$ cat src/rtl/ils_pkg.sv
package ils_pkg;

  // List geometry
  localparam int Depth = 16;
  localparam int ElemWidth = 32;
  localparam int IdxWidth = $clog2(Depth);
  localparam int CntWidth = $clog2(Depth + 1);
  localparam int PosWidth = 5;
  // Width that holds both a position and a count for compares
  localparam int CmpWidth = (CntWidth > PosWidth) ? CntWidth : PosWidth;

  // Action codes
  localparam logic [1:0] ActPush = 2'd0;
  localparam logic [1:0] ActPop = 2'd1;
  localparam logic [1:0] ActInsert = 2'd2;
  localparam logic [1:0] ActRead = 2'd3;

  // Status codes
  localparam logic [1:0] StOk = 2'd0;
  localparam logic [1:0] StEmpty = 2'd1;
  localparam logic [1:0] StFull = 2'd2;
  localparam logic [1:0] StRange = 2'd3;

  typedef struct packed {
    logic [1:0]          action;
    logic [31:0]         value;
    logic [PosWidth-1:0] position;
  } cmd_t;

  typedef struct packed {
    logic [1:0]  status;
    logic [31:0] read_value;
    logic [4:0]  entry_count;
    logic        is_empty;
  } result_t;

  // Control broadcast from the sequencer to every cell
  typedef struct packed {
    logic                 wr_en;
    logic                 shift_en;
    logic                 rd_en;
    logic [IdxWidth-1:0]  wr_idx;
    logic [IdxWidth-1:0]  rd_idx;
    logic [CntWidth-1:0]  cnt;
    logic [ElemWidth-1:0] value;
  } cell_ctl_t;

endpackage

$ cat src/rtl/ils_cell.sv
module ils_cell (
  input  logic                          clk_i,
  input  logic [ils_pkg::IdxWidth-1:0]  idx_i,
  input  ils_pkg::cell_ctl_t            ctl_i,
  input  logic [ils_pkg::ElemWidth-1:0] prev_i,
  output logic [ils_pkg::ElemWidth-1:0] data_o,
  output logic [ils_pkg::ElemWidth-1:0] rd_o
);

  logic [ils_pkg::ElemWidth-1:0] data_q;
  logic [ils_pkg::CntWidth-1:0]  idx_ext;
  logic                          take_prev;
  logic                          take_new;

  assign idx_ext = ils_pkg::CntWidth'(idx_i);

  // Shift up from the lower neighbor for cells above the insert point up to the count
  assign take_prev = ctl_i.shift_en && (idx_i > ctl_i.wr_idx) && (idx_ext <= ctl_i.cnt);
  assign take_new  = ctl_i.wr_en && (idx_i == ctl_i.wr_idx);

  // Hold the entry unless shifted or written
  always_ff @(posedge clk_i) begin
    if (take_prev) begin
      data_q <= prev_i;
    end else if (take_new) begin
      data_q <= ctl_i.value;
    end
  end

  assign data_o = data_q;

  // Drive the entry onto the read bus only when addressed
  assign rd_o = (ctl_i.rd_en && (idx_i == ctl_i.rd_idx)) ? data_q : '0;

endmodule

$ cat src/rtl/indexed_list_store.sv
// A command accepted at a clock edge gives its result, with done_o high,
// in the following cycle.
// Throughput: one command per cycle; busy_o stays low, since every action, an insert
// included, is applied to all the entry cells of the row in parallel.
// Reset: rst_ni clears the entry count and the result strobe; entry contents are
// not cleared and are only read after being written. The receiver cannot stall.
module indexed_list_store (
  input  logic             clk_i,
  input  logic             rst_ni,
  input  logic             start_i,
  input  ils_pkg::cmd_t    cmd_i,
  output logic             busy_o,
  output logic             done_o,
  output ils_pkg::result_t result_o
);

  logic [ils_pkg::CntWidth-1:0]  count_q, count_d;
  logic                          done_q;
  ils_pkg::result_t              result_q, result_d;
  ils_pkg::cell_ctl_t            ctl;
  logic                          accept;
  logic                          full;
  logic                          empty;
  logic [ils_pkg::CmpWidth-1:0]  pos_ext;
  logic [ils_pkg::CmpWidth-1:0]  cnt_ext;
  logic [1:0]                    status;
  logic [ils_pkg::ElemWidth-1:0] rd_or;

  logic [ils_pkg::ElemWidth-1:0] cell_data [ils_pkg::Depth];
  logic [ils_pkg::ElemWidth-1:0] cell_rd [ils_pkg::Depth];

  // No action ever stalls
  assign busy_o = 1'b0;
  assign accept = start_i;

  assign full    = (count_q == ils_pkg::CntWidth'(ils_pkg::Depth));
  assign empty   = (count_q == '0);
  assign pos_ext = ils_pkg::CmpWidth'(cmd_i.position);
  assign cnt_ext = ils_pkg::CmpWidth'(count_q);

  // Decode the action into cell controls, status and next count
  always_comb begin
    status       = ils_pkg::StOk;
    count_d      = count_q;
    ctl.wr_en    = 1'b0;
    ctl.shift_en = 1'b0;
    ctl.rd_en    = 1'b0;
    ctl.wr_idx   = '0;
    ctl.rd_idx   = '0;
    ctl.cnt      = count_q;
    ctl.value    = ils_pkg::ElemWidth'(cmd_i.value);
    unique case (cmd_i.action)
      ils_pkg::ActPush: begin
        if (full) begin
          status = ils_pkg::StFull;
        end else begin
          ctl.wr_en  = accept;
          ctl.wr_idx = ils_pkg::IdxWidth'(count_q);
          count_d    = count_q + ils_pkg::CntWidth'(1);
        end
      end
      ils_pkg::ActPop: begin
        if (empty) begin
          status = ils_pkg::StEmpty;
        end else begin
          ctl.rd_en  = 1'b1;
          ctl.rd_idx = ils_pkg::IdxWidth'(count_q - ils_pkg::CntWidth'(1));
          count_d    = count_q - ils_pkg::CntWidth'(1);
        end
      end
      ils_pkg::ActInsert: begin
        if (pos_ext > cnt_ext) begin
          status = ils_pkg::StRange;
        end else if (full) begin
          status = ils_pkg::StFull;
        end else begin
          ctl.wr_en    = accept;
          ctl.shift_en = accept;
          ctl.wr_idx   = ils_pkg::IdxWidth'(cmd_i.position);
          count_d      = count_q + ils_pkg::CntWidth'(1);
        end
      end
      ils_pkg::ActRead: begin
        if (pos_ext >= cnt_ext) begin
          status = ils_pkg::StRange;
        end else begin
          ctl.rd_en  = 1'b1;
          ctl.rd_idx = ils_pkg::IdxWidth'(cmd_i.position);
        end
      end
      default: begin
        status = ils_pkg::StOk;
      end
    endcase
  end

  // Row of entry cells, each handing its entry to the next one up
  for (genvar g = 0; g < ils_pkg::Depth; g++) begin : g_cell
    logic [ils_pkg::ElemWidth-1:0] prev;
    if (g == 0) begin : g_first
      assign prev = ctl.value;
    end else begin : g_rest
      assign prev = cell_data[g-1];
    end
    ils_cell u_cell (
      .clk_i  (clk_i),
      .idx_i  (ils_pkg::IdxWidth'(g)),
      .ctl_i  (ctl),
      .prev_i (prev),
      .data_o (cell_data[g]),
      .rd_o   (cell_rd[g])
    );
  end

  // Merge the read bus; only the addressed cell drives nonzero data
  always_comb begin
    rd_or = '0;
    for (int i = 0; i < ils_pkg::Depth; i++) begin
      rd_or = rd_or | cell_rd[i];
    end
  end

  // Assemble the result of this action
  always_comb begin
    result_d.status      = status;
    result_d.read_value  = 32'(rd_or);
    result_d.entry_count = 5'(count_d);
    result_d.is_empty    = (count_d == '0);
  end

  // Advance the count and the strobe
  always_ff @(posedge clk_i or negedge rst_ni) begin
    if (!rst_ni) begin
      count_q <= '0;
      done_q  <= 1'b0;
    end else begin
      done_q <= accept;
      if (accept) begin
        count_q <= count_d;
      end
    end
  end

  // Hold the result payload for its transfer
  always_ff @(posedge clk_i) begin
    if (accept) begin
      result_q <= result_d;
    end
  end

  assign done_o   = done_q;
  assign result_o = result_q;

  // Every accepted command gives exactly one result in the next cycle
  assert property (@(posedge clk_i) disable iff (!rst_ni)
    start_i |=> done_o)
    else $error("accepted command gave no result");

  assert property (@(posedge clk_i) disable iff (!rst_ni)
    !start_i |=> !done_o)
    else $error("result without a command");

  // The count never passes the depth
  assert property (@(posedge clk_i) disable iff (!rst_ni)
    count_q <= ils_pkg::CntWidth'(ils_pkg::Depth))
    else $error("entry count past depth");

  // A failed action returns no data
  assert property (@(posedge clk_i) disable iff (!rst_ni)
    done_o && (result_o.status != ils_pkg::StOk) |-> (result_o.read_value == '0))
    else $error("data returned with a failing status");

  // A successful push grows the list by one
  assert property (@(posedge clk_i) disable iff (!rst_ni)
    start_i && (cmd_i.action == ils_pkg::ActPush) && !full
      |=> (count_q == $past(count_q) + ils_pkg::CntWidth'(1)))
    else $error("push did not advance the count");

  // An empty status only comes from an empty list
  assert property (@(posedge clk_i) disable iff (!rst_ni)
    done_o && (result_o.status == ils_pkg::StEmpty) |-> (count_q == '0))
    else $error("empty status with stored entries");

endmodule
$ cat config.mk
export PLATFORM = sky130hd
export DESIGN_NAME = indexed_list_store
export DESIGN_NICKNAME = d
export VERILOG_FILES = /design/src/rtl/ils_pkg.sv /design/src/rtl/ils_cell.sv /design/src/rtl/indexed_list_store.sv
export SDC_FILE = /design/constraint.sdc
export NUM_CORES = 1
export LEC_CHECK = 0
export ABC_CLOCK_PERIOD_IN_PS = 13450
export BUFFER_PORTS_ARGS = -buffer_cell sky130_fd_sc_hd__buf_2
export CAP_MARGIN = 20
export CORE_MARGIN = 1.5
export CORE_UTILIZATION = 45
export CTS_CLUSTER_SIZE = 28
export DETAILED_ROUTE_END_ITERATION = 10
export MAX_ROUTING_LAYER = met4
export PLACE_DENSITY = 0.58
export SETUP_SLACK_MARGIN = 0.1
export SYNTH_ARGS = -nofsm -noshare
export SYNTH_HDL_FRONTEND = slang
export SYNTH_HIERARCHICAL = 1
export SYNTH_SLANG_ARGS = --single-unit
$ cat constraint.sdc
create_clock -name clk_i -period 13.45 [get_ports clk_i]
set_input_delay 2.69 -clock clk_i [delete_from_list [all_inputs] [get_ports clk_i]]
set_output_delay 2.69 -clock clk_i [all_outputs]
set_load 0.005 [all_outputs]
==> results of run 1 <==
## per-stage QoR
step	worst slack [ns]	util [%]	hold slack, ns	cells
floorplan	6.73	-	0.526	2749
global placement	6.01	48.5	0.529	3735
detailed placement	5.97	48.5	0.540	3735
CTS	6.64	51.0	0.554	3848
global route	6.36	51.1	0.576	3855
finish	6.58	51.1	0.557	3856
## registers in the layout, summed over array words and instances, names as in the netlist
| signal | cells |
|---|---|
| result_o | 40 |
| cnt_ext | 5 |
| g_cell.u_cell/data_o | 512 |
| done_o | 1 |
## power by group through the flow
stage	Sequential (mW)	Combinational, mW	Clock (mW)
after global placement	2.31	1.66	0
after global routing	2.30	1.89	1.66
after floorplan	2.32	1.11	0
final	2.28	1.73	1.56
after detailed placement	2.32	1.72	0
after CTS	2.28	1.72	1.59
## layer usage
| metal | track usage, % | vias up | share of wire (%) |
|---|---|---|---|
| met2 | 40.7 | 655 | 46 |
| met3 | 3.43 | 105 | 6.0 |
| li1 | - | 9845 | - |
| met5 | - | - | 0 |
| met4 | 4.84 | 0 | 1.4 |
| met1 | 36.2 | 10946 | 47 |
## worst max-delay path, stage by stage
cell and delay, ns:
buf_2 0.12, ha_1 0.29, nand3_1 0.15, or2_2 0.33
nand2_1 0.09, and3_1 0.23, a22o_1 0.63, inv_1 0.10
ha_1 0.33, o21ai_0 0.09, a21oi_1 0.13, o21ai_1 0.11
a211oi_4 0.22, buf_4 0.64, a21o_2 0.90
## cell families after synthesis
kind of cell / after synthesis / synth area share, %
mux: 516 / 19.9
compound gates: 227 / 5.07
buf+inv: 299 / 4.55
xor+xnor: 18 / 0.470
flops: 558 / 49.8
fa+ha+maj: 138 / 5.14
simple gates: 800 / 15.0
other cells: 2 / 0.0224
## cells in the final DEF (no fill, tap or decap), drive strengths merged, types with 18 or more instances in the layout
cell	netlist	final
edfxtp	552	552
mux2	516	516
and2	514	514
inv	196	199
conb	2	193
ha	138	138
buf	53	133
nor4	128	128
clkbuf	50	74
o21ai	69	69
a21oi	55	55
nand4	49	49
clkinv	0	33
nand2	29	29
nor2	26	26
nand2b	19	19
nor4b	18	18
a21o	18	18
## worst max-delay path by stage
stage / from / to / slack [ns] / cells past startpoint
after floorplan: cmd_i[4] / g_cell[10].u_cell/data_o[0] / 6.73 / 14
after global placement: cmd_i[0] / g_cell[6].u_cell/data_o[17] / 6.01 / 16
after detailed placement: cmd_i[1] / g_cell[10].u_cell/data_o[16] / 5.97 / 15
after CTS: cmd_i[1] / g_cell[10].u_cell/data_o[10] / 6.64 / 15
after global routing: cmd_i[0] / g_cell[10].u_cell/data_o[15] / 6.36 / 16
final: cmd_i[1] / g_cell[10].u_cell/data_o[16] / 6.58 / 15
## area by class of cell
class                   count  area, um2  share of cell area [%]
multi-input cells        1892      16200                    43.2
flip-flops and latches    558      16700                    44.6
diodes                      5       12.5                  0.0334
inverters                 196        736                    1.96
clock inverters            39        254                   0.677
well taps                 959       1200                    3.20
repair buffers            133        816                    2.17
clock buffers              74       1560                    4.17
==> results.ini, run 1 <==
[critical_path]
critPathMaxFanout = 33
end_kind = flop
cp.required_ns = 13.70
rrSetupSlack_ns = 7.88
cp-start-kind = primary input
rr_worst_depth = 16
regToRegStartpoint = cnt_ext[1]
r2r_end = g_cell[10].u_cell/data_o[16]
criticalPathCategory = in -> reg
cp.arrival_ns = 7.12

[run]
maxCapViolCount = 0

[clock_network]
cts-root-buf = clkbuf_16
post_cts_resized = 0
clockBufferDepth = 3
cts_num_sinks = 558
htreeDepth = 2
post_cts_buffers = 0
clkTransAtPathRegs_ns = 0.06
clock_latency_ns = 0.64
cts_buffers = 60
hold_buffers = 0
cts_tree = built

[finish]
areaGrowthSynthToFinish_pct = 11.8
nNetsFinal = 3021
final_cell_area_um2 = 37500
drive_gt1_share_pct = 26.4
fillers = 6426

[synth]
ys_async_sr_fraction_pct = 1.08
synth_largest_area_cell = edfxtp_1
synth_common_cells = 552 x edfxtp_1, 513 x and2_1, 236 x mux2_2
yosysMostFrequentCell = edfxtp_1
ys_ff_latch = 558
yosys-top-cells-area = edfxtp_1 49%, mux2_4 10%, and2_1 9.6%
ys_types = 62
synth_top_flop_cell = edfxtp_1
syn_area_um2 = 33600
postSynthAreaPerCell_um2 = 13.1
synth_top_area_share_pct = 49.4
yosysWarnings = 6
syn_inst = 2558
yosysSeqAreaShare_pct = 49.8
synth_edf_count = 552

[power]
pwr-share-comb_pct = 31.1
vdd_drop_max_mv = 0.190
p_seq_share_pct = 41.0
power_mw = 5.57
power_switching_share_pct = 33.5
internal-power_mw = 3.71
powerDensity_nw_per_um2 = 149
p_leak_nw = 14.6
power_frac_clock_pct = 27.9
p_switching_mw = 1.87

[worst_hold_path]
worst_hold_startpoint = g_cell[1].u_cell/data_o[21]
hold_path.class = reg -> reg
hold_depth = 1
hold_end = g_cell[2].u_cell/data_o[21]

[floorplanning]
fp-row-count = 99
ios = 84
coreArea_um2 = 73500
start_util_pct = 45.7
die_h_um = 276
die-width_um = 276
die_area_um2 = 76300

[timing]
hold_viol = 0
tightest_slew_ns = 1.24
maxSlewViolCount = 0
rsz0062_at_grt = false
slew-limit-headroom_pct = 16.6
min_period_ns = 6.87
setup_viol = 0
finalCritPeriodShare_pct = 51.1
finalSetupTns_ns = 0
clock_skew_ns = 0.0174
fmax_ghz = 0.145

[grt]
grt_use_total_pct = 25.9
grt_pass1_vias = 22049
grt_remaining_overflow = 0
grt_pass1_wl_mm = 144
grt_max_degree = 34
grt_antenna_before_repair = 11

[route]
ant_nets = 0
drt-total-wl_mm = 97.0
firstDrtPassIters = 5
drt_first_iter_violations = 1736
avgViaCountPerCell = 5.59
routedWlPerCell_um = 25.2
vias = 21551
drc_errors = 0

[place]
portBuffers = 82
place_area_um2 = 35600
routabilityCongestion = 0.839
dpl.hpwl_mm = 61.8

[status]
status = completed

Note: power is estimated with default switching activity, not from simulation.
==> run 2, diff against run 1 <==
--- a/config.mk
+++ b/config.mk
@@ -5,7 +5,7 @@
 export SDC_FILE = /design/constraint.sdc
 export NUM_CORES = 1
 export LEC_CHECK = 0
-export ABC_CLOCK_PERIOD_IN_PS = 13450
+export ABC_CLOCK_PERIOD_IN_PS = 6500
 export BUFFER_PORTS_ARGS = -buffer_cell sky130_fd_sc_hd__buf_2
 export CAP_MARGIN = 20
 export CORE_MARGIN = 1.5
==> constraint.sdc (replaced) <==
create_clock -name clk_i -period 6.5 [get_ports clk_i]
set_input_delay 1.3 -clock clk_i [delete_from_list [all_inputs] [get_ports clk_i]]
set_output_delay 1.3 -clock clk_i [all_outputs]
set_load 0.005 [all_outputs]
==> results.ini, run 2 (synthesis gave the netlist of run 1 again) <==
[timing]
finalCritPeriodShare_pct = 76.2
tightest_slew_ns = 0.984  ; -0.256 ns
hold_viol = 0  ; unchanged
finalSetupTns_ns = 0  ; unchanged
slew-limit-headroom_pct = 34.4  ; +18 points
fmax_ghz = 0.202
holdWs_ns = 0.484  ; -0.0735 ns
setup_viol = 0  ; unchanged
maxSlewViolCount = 0  ; unchanged
rsz0062_at_grt = false
clock_skew_ns = 0.0375  ; +0.0202 ns
min_period_ns = 4.95

[power]
internal-power_mw = 7.90  ; +110%
vdd_drop_max_mv = 0.244  ; +28%
powerDensity_nw_per_um2 = 311  ; +110%
pwr-share-comb_pct = 30.5  ; -0.6 points
p_leak_nw = 14.8  ; +1.4%
power_switching_share_pct = 33.2  ; -0.30 points
power_frac_clock_pct = 29.4  ; +1.5 points
p_switching_mw = 3.93  ; +110%
p_seq_share_pct = 40.1  ; -0.9 points

[grt]
grt_pass1_wl_mm = 145  ; +0.83%
grt_use_total_pct = 26.0  ; +0.091 points
grt_pass1_vias = 22316  ; +1.2%
grt_antenna_before_repair = 6  ; -5
grt_remaining_overflow = 0  ; unchanged
grt_max_degree = 50  ; +47%

[critical_path]
critPathMaxFanout = 17  ; -48%
cp_top_family = compound AO/OA/AOI/OAI gates
rrSetupSlack_ns = 1.64  ; -6.24 ns
rr_worst_depth = 16  ; unchanged
cp_cell_sequence = buf_2 > inv_1 > ha_1 > nand3_1 > or2_2 > nand2_1 > and3_1 > a22o_1 > buf_4 > inv_1 > ha_1 > o21ai_0 > a21oi_1 > o21ai_1 > a211oi_4 > buf_4 > a21o_2 > buf_4
end_kind = flop
cp_slowest_stage_delay_ns = 0.62  ; -0.28 ns
r2r_end = g_cell[9].u_cell/data_o[14]
criticalPathCategory = in -> reg
regToRegStartpoint = cnt_ext[0]
cp_common_cell = buf_4
cp.required_ns = 6.84  ; -6.86 ns
crit_buf_inv = 6  ; +3
cp-start-kind = primary input
cp.arrival_ns = 5.29  ; -1.83 ns
slowest_stage = a21o_2

[clock_network]
cts_num_sinks = 558  ; unchanged
post_cts_resized = 0  ; unchanged
post_cts_buffers = 0  ; unchanged
htreeDepth = 2  ; unchanged
clock_latency_ns = 0.66  ; +0.02 ns
cts_tree = built
hold_buffers = 0  ; unchanged
cts-root-buf = clkbuf_16
cts_buffers = 61  ; +1.7%
clkTransAtPathRegs_ns = 0.06  ; about the same
clockBufferDepth = 3  ; unchanged

[floorplanning]
die-width_um = 276  ; unchanged
die_area_um2 = 76300  ; unchanged
die_h_um = 276  ; unchanged
ios = 84  ; unchanged
start_util_pct = 45.7  ; unchanged
fp-row-count = 99  ; unchanged
coreArea_um2 = 73500  ; unchanged

[route]
routedWlPerCell_um = 25.1  ; -0.14%
drt-total-wl_mm = 97.5  ; +0.53%
firstDrtPassIters = 5  ; unchanged
vias = 21896  ; +1.6%
avgViaCountPerCell = 5.64  ; +0.92%
drc_errors = 0  ; unchanged
ant_nets = 0  ; unchanged
drt_first_iter_violations = 1879  ; +8.2%

[worst_hold_path]
hold_path.class = in -> async

[finish]
final_cell_area_um2 = 38000  ; +1.2%
fillers = 6297  ; -2.0%
largest_reg_flops = 512  ; unchanged
final_common_cell = edfxtp_1
nNetsFinal = 3047  ; +0.86%
final_core_util_pct = 51.7  ; +0.60 points
drive_gt1_share_pct = 27.0  ; +0.60 points
final_cell_mix = 552 x edfxtp_1, 513 x and2_1, 236 x mux2_2, 232 x mux2_4, 193 x conb_1
areaGrowthSynthToFinish_pct = 13.1

[place]
dpl.hpwl_mm = 58.6  ; -5.1%
place_area_um2 = 36000  ; +0.96%
portBuffers = 82  ; unchanged
routabilityCongestion = 0.832  ; -0.86%

[status]
status = completed

[run]
maxCapViolCount = 0  ; unchanged

[run 2: cell type report]
type | count | area (um2) | share of cell area, %
clock buffer | 76 | 1580 | 4.17
clock inverter | 40 | 387 | 1.02
sequential | 558 | 16700 | 44.1
timing repair buffer | 158 | 1110 | 2.93
inverter | 196 | 736 | 1.94
antenna | 3 | 7.51 | 0.0198
multi-input combinational | 1892 | 16200 | 42.7
tap | 959 | 1200 | 3.16
[run 2: metrics by stage]
| step | setup slack [ns] | std cells | total power, mW |
|---|---|---|---|
| 2_1_floorplan | 1.17 | 2749 | 7.10 |
| 4_1_cts | 1.61 | 3879 | 11.9 |
| 3_3_place_gp | 0.976 | 3762 | 8.24 |
| 5_1_grt | 1.32 | 3882 | 12.4 |
| 6_report | 1.55 | 3882 | 11.8 |
| 3_5_place_dp | 0.931 | 3763 | 8.38 |
[run 2: per-layer routing]
| metal | up-vias | wire length (um) | track usage [%] |
|---|---|---|---|
| met2 | 677 | 45900 | 41.7 |
| met5 | - | 0 | - |
| li1 | 9901 | - | - |
| met3 | 174 | 5510 | 3.82 |
| met1 | 11144 | 43000 | 34.0 |
| met4 | 0 | 3060 | 8.46 |
[run 2: worst max path at each step]
stage | cells past startpoint | start | slack, ns | to
5_1_grt | 18 | cmd_i[0] | 1.32 | g_cell[9].u_cell/data_o[14]
3_3_place_gp | 14 | cmd_i[2] | 0.98 | result_o[25]
6_report | 18 | cmd_i[0] | 1.55 | g_cell[9].u_cell/data_o[14]
2_1_floorplan | 14 | cmd_i[4] | 1.17 | g_cell[10].u_cell/data_o[0]
4_1_cts | 16 | cmd_i[0] | 1.61 | g_cell[9].u_cell/data_o[14]
3_5_place_dp | 14 | cmd_i[2] | 0.93 | result_o[25]
[run 2: power groups by stage]
stage,Sequential [mW],Clock (mW),Combinational (mW)
floorplan,4.79,0,2.30
global placement,4.81,0,3.43
detailed placement,4.81,0,3.57
CTS,4.74,3.54,3.58
global route,4.78,3.66,3.91
finish,4.74,3.48,3.60
==> run 3, diff against run 2 <==
--- a/config.mk
+++ b/config.mk
@@ -5,7 +5,7 @@
 export SDC_FILE = /design/constraint.sdc
 export NUM_CORES = 1
 export LEC_CHECK = 0
-export ABC_CLOCK_PERIOD_IN_PS = 6500
+export ABC_CLOCK_PERIOD_IN_PS = 5100
 export BUFFER_PORTS_ARGS = -buffer_cell sky130_fd_sc_hd__buf_2
 export CAP_MARGIN = 20
 export CORE_MARGIN = 1.5
==> constraint.sdc (replaced) <==
create_clock -name clk_i -period 5.1 [get_ports clk_i]
set_input_delay 1.02 -clock clk_i [delete_from_list [all_inputs] [get_ports clk_i]]
set_output_delay 1.02 -clock clk_i [all_outputs]
set_load 0.005 [all_outputs]
==> results.ini, run 3 (synthesis gave the netlist of run 1 again) <==
[critical_path]
end_kind = flop
critPathMaxFanout = 11  ; -6
cp.required_ns = 5.62  ; -1.22 ns
slowest_stage = nor4b_4
criticalPathCategory = in -> reg
cp_slowest_stage_delay_ns = 0.89  ; +0.27 ns
worstSetupEndpoint = result_o[31]
rrSetupSlack_ns = 0.81  ; -0.83 ns
worstSetupStartpoint = cmd_i[4]
regToRegStartpoint = cnt_ext[4]
cp.arrival_ns = 4.86  ; -0.43 ns
cp_cell_sequence = buf_2 > ha_1 > nand2_2 > a211o_4 > nand2_1 > nor3_1 > a21o_1 > inv_1 > a222oi_1 > nor4b_4 > buf_4 > and2_1 > nor4_1 > buf_4 > nand4_1
rr_worst_depth = 15  ; -1
cp_common_cell = buf_4
cp-start-kind = primary input
r2r_end = result_o[31]

[clock_network]
clock_latency_ns = 0.66  ; about the same
post_cts_buffers = 0  ; unchanged
htreeDepth = 2  ; unchanged
post_cts_resized = 0  ; unchanged
cts_num_sinks = 558  ; unchanged
clockBufferDepth = 3  ; unchanged
cts_tree = built
cts-root-buf = clkbuf_16
clkTransAtPathRegs_ns = 0.06  ; about the same
cts_buffers = 61  ; unchanged
hold_buffers = 0  ; unchanged

[route]
drc_errors = 0  ; unchanged
drt-total-wl_mm = 97.7  ; +0.19%
ant_nets = 0  ; unchanged
drt_first_iter_violations = 1833  ; -2.4%
firstDrtPassIters = 5  ; unchanged
avgViaCountPerCell = 5.62  ; -0.33%
vias = 22138  ; +1.1%
routedWlPerCell_um = 24.8  ; -1.2%

[timing]
finalSetupTns_ns = 0  ; unchanged
rsz0062_at_grt = false
fmax_ghz = 0.231
maxSlewViolCount = 0  ; unchanged
tightest_slew_ns = 1.03  ; +0.0433 ns
slew-limit-headroom_pct = 31.2  ; -3.2 points
hold_viol = 0  ; unchanged
clock_skew_ns = 0.0280  ; -0.00952 ns
finalCritPeriodShare_pct = 85.1
min_period_ns = 4.34
setup_viol = 0  ; unchanged
layout_setup_ws_ns = 0.762  ; -0.784 ns

[grt]
grt_pass1_wl_mm = 147  ; +1.4%
grt_remaining_overflow = 0  ; unchanged
grt_use_total_pct = 26.3  ; +0.29 points
grt_antenna_before_repair = 8  ; +2
grt_pass1_vias = 22625  ; +1.4%
grt_max_degree = 50  ; unchanged

[run]
maxCapViolCount = 0  ; unchanged

[place]
dpl_worst_slack_ns = 0.0705  ; -0.860 ns
routabilityCongestion = 0.839  ; +0.83%
portBuffers = 82  ; unchanged
dpl.hpwl_mm = 63.6  ; +8.5%

[finish]
final_cell_mix = 552 x edfxtp_1, 513 x and2_1, 236 x mux2_2, 232 x mux2_4, 193 x conb_1
largest_reg_flops = 512  ; unchanged
final_common_cell = edfxtp_1
areaGrowthSynthToFinish_pct = 16.0
fillers = 6177  ; -1.9%
drive_gt1_share_pct = 28.2  ; +1.3 points
nNetsFinal = 3109  ; +2.0%

[power]
power_frac_clock_pct = 27.7  ; -1.7 points
p_switching_mw = 4.95  ; +26%
p_seq_share_pct = 40.1  ; about the same
power_switching_share_pct = 32.9  ; -0.30 points
vdd_drop_max_mv = 0.295  ; +21%
internal-power_mw = 10.1  ; +28%
p_leak_nw = 15.2  ; +2.7%
pwr-share-comb_pct = 32.2  ; +1.7 points
powerDensity_nw_per_um2 = 387  ; +24%

[floorplanning]
ios = 84  ; unchanged
die-width_um = 276  ; unchanged
die_area_um2 = 76300  ; unchanged
coreArea_um2 = 73500  ; unchanged
start_util_pct = 45.7  ; unchanged
die_h_um = 276  ; unchanged
fp-row-count = 99  ; unchanged

[worst_hold_path]
hold_path.class = in -> async

[status]
status = completed

-- run 3: how the worst min path moves through the flow --
stage | startpoint | end
detailed placement | g_cell[6].u_cell/data_o[4] | g_cell[7].u_cell/data_o[4]
CTS | rst_ni | done_o
finish | rst_ni | done_o
floorplan | g_cell[1].u_cell/data_o[20] | g_cell[2].u_cell/data_o[20]
global route | rst_ni | cnt_ext[0]
global placement | g_cell[5].u_cell/data_o[2] | g_cell[6].u_cell/data_o[2]
-- run 3: power groups by stage --
stage	Combinational (mW)	Sequential, mW	Clock, mW
finish	4.85	6.04	4.17
global route	5.28	6.09	4.44
CTS	4.83	6.04	4.25
detailed placement	4.81	6.12	0
global placement	4.63	6.12	0
floorplan	2.93	6.11	0
-- run 3: per-layer routing --
layer / global-route usage [%] / up-vias / share of wire [%]
li1: - / 10032 / -
met1: 35.7 / 11298 / 45
met2: 40.7 / 664 / 46
met3: 4.27 / 144 / 6.4
met4: 7.79 / 0 / 2.7
met5: - / - / 0
-- run 3: critical path: cells and delay by family --
kind                     cells  cell delay [ns]
adder cells (fa/ha/maj)      1             0.34
AO/OA/AOI/OAI                3             0.89
AND/OR/NAND/NOR              7             1.90
buffers and inverters        4             0.70
-- run 3: layout make-up --
type	instances	area, um2	area share [%]
diodes	5	12.5	0.0321
clock buffers	78	1590	4.09
clock inverters	30	246	0.633
inverters	196	736	1.89
multi-input cells	1892	16200	41.6
flip-flops and latches	558	16700	43.0
well taps	959	1200	3.08
repair buffers	220	2210	5.67
-- run 3: stage by stage --
| step | util [%] | instances | cell area [um2] | hold slack [ns] | total power, mW |
|---|---|---|---|---|---|
| global route | 53.0 | 3938 | 38900 | 0.188 | 15.8 |
| finish | 53.0 | 3938 | 38900 | 0.197 | 15.1 |
| floorplan | - | 2749 | 34300 | 0.526 | 9.04 |
| global placement | 50.4 | 3821 | 37000 | 0.531 | 10.8 |
| CTS | 53.0 | 3932 | 38900 | 0.161 | 15.1 |
| detailed placement | 50.5 | 3824 | 37100 | 0.543 | 10.9 |
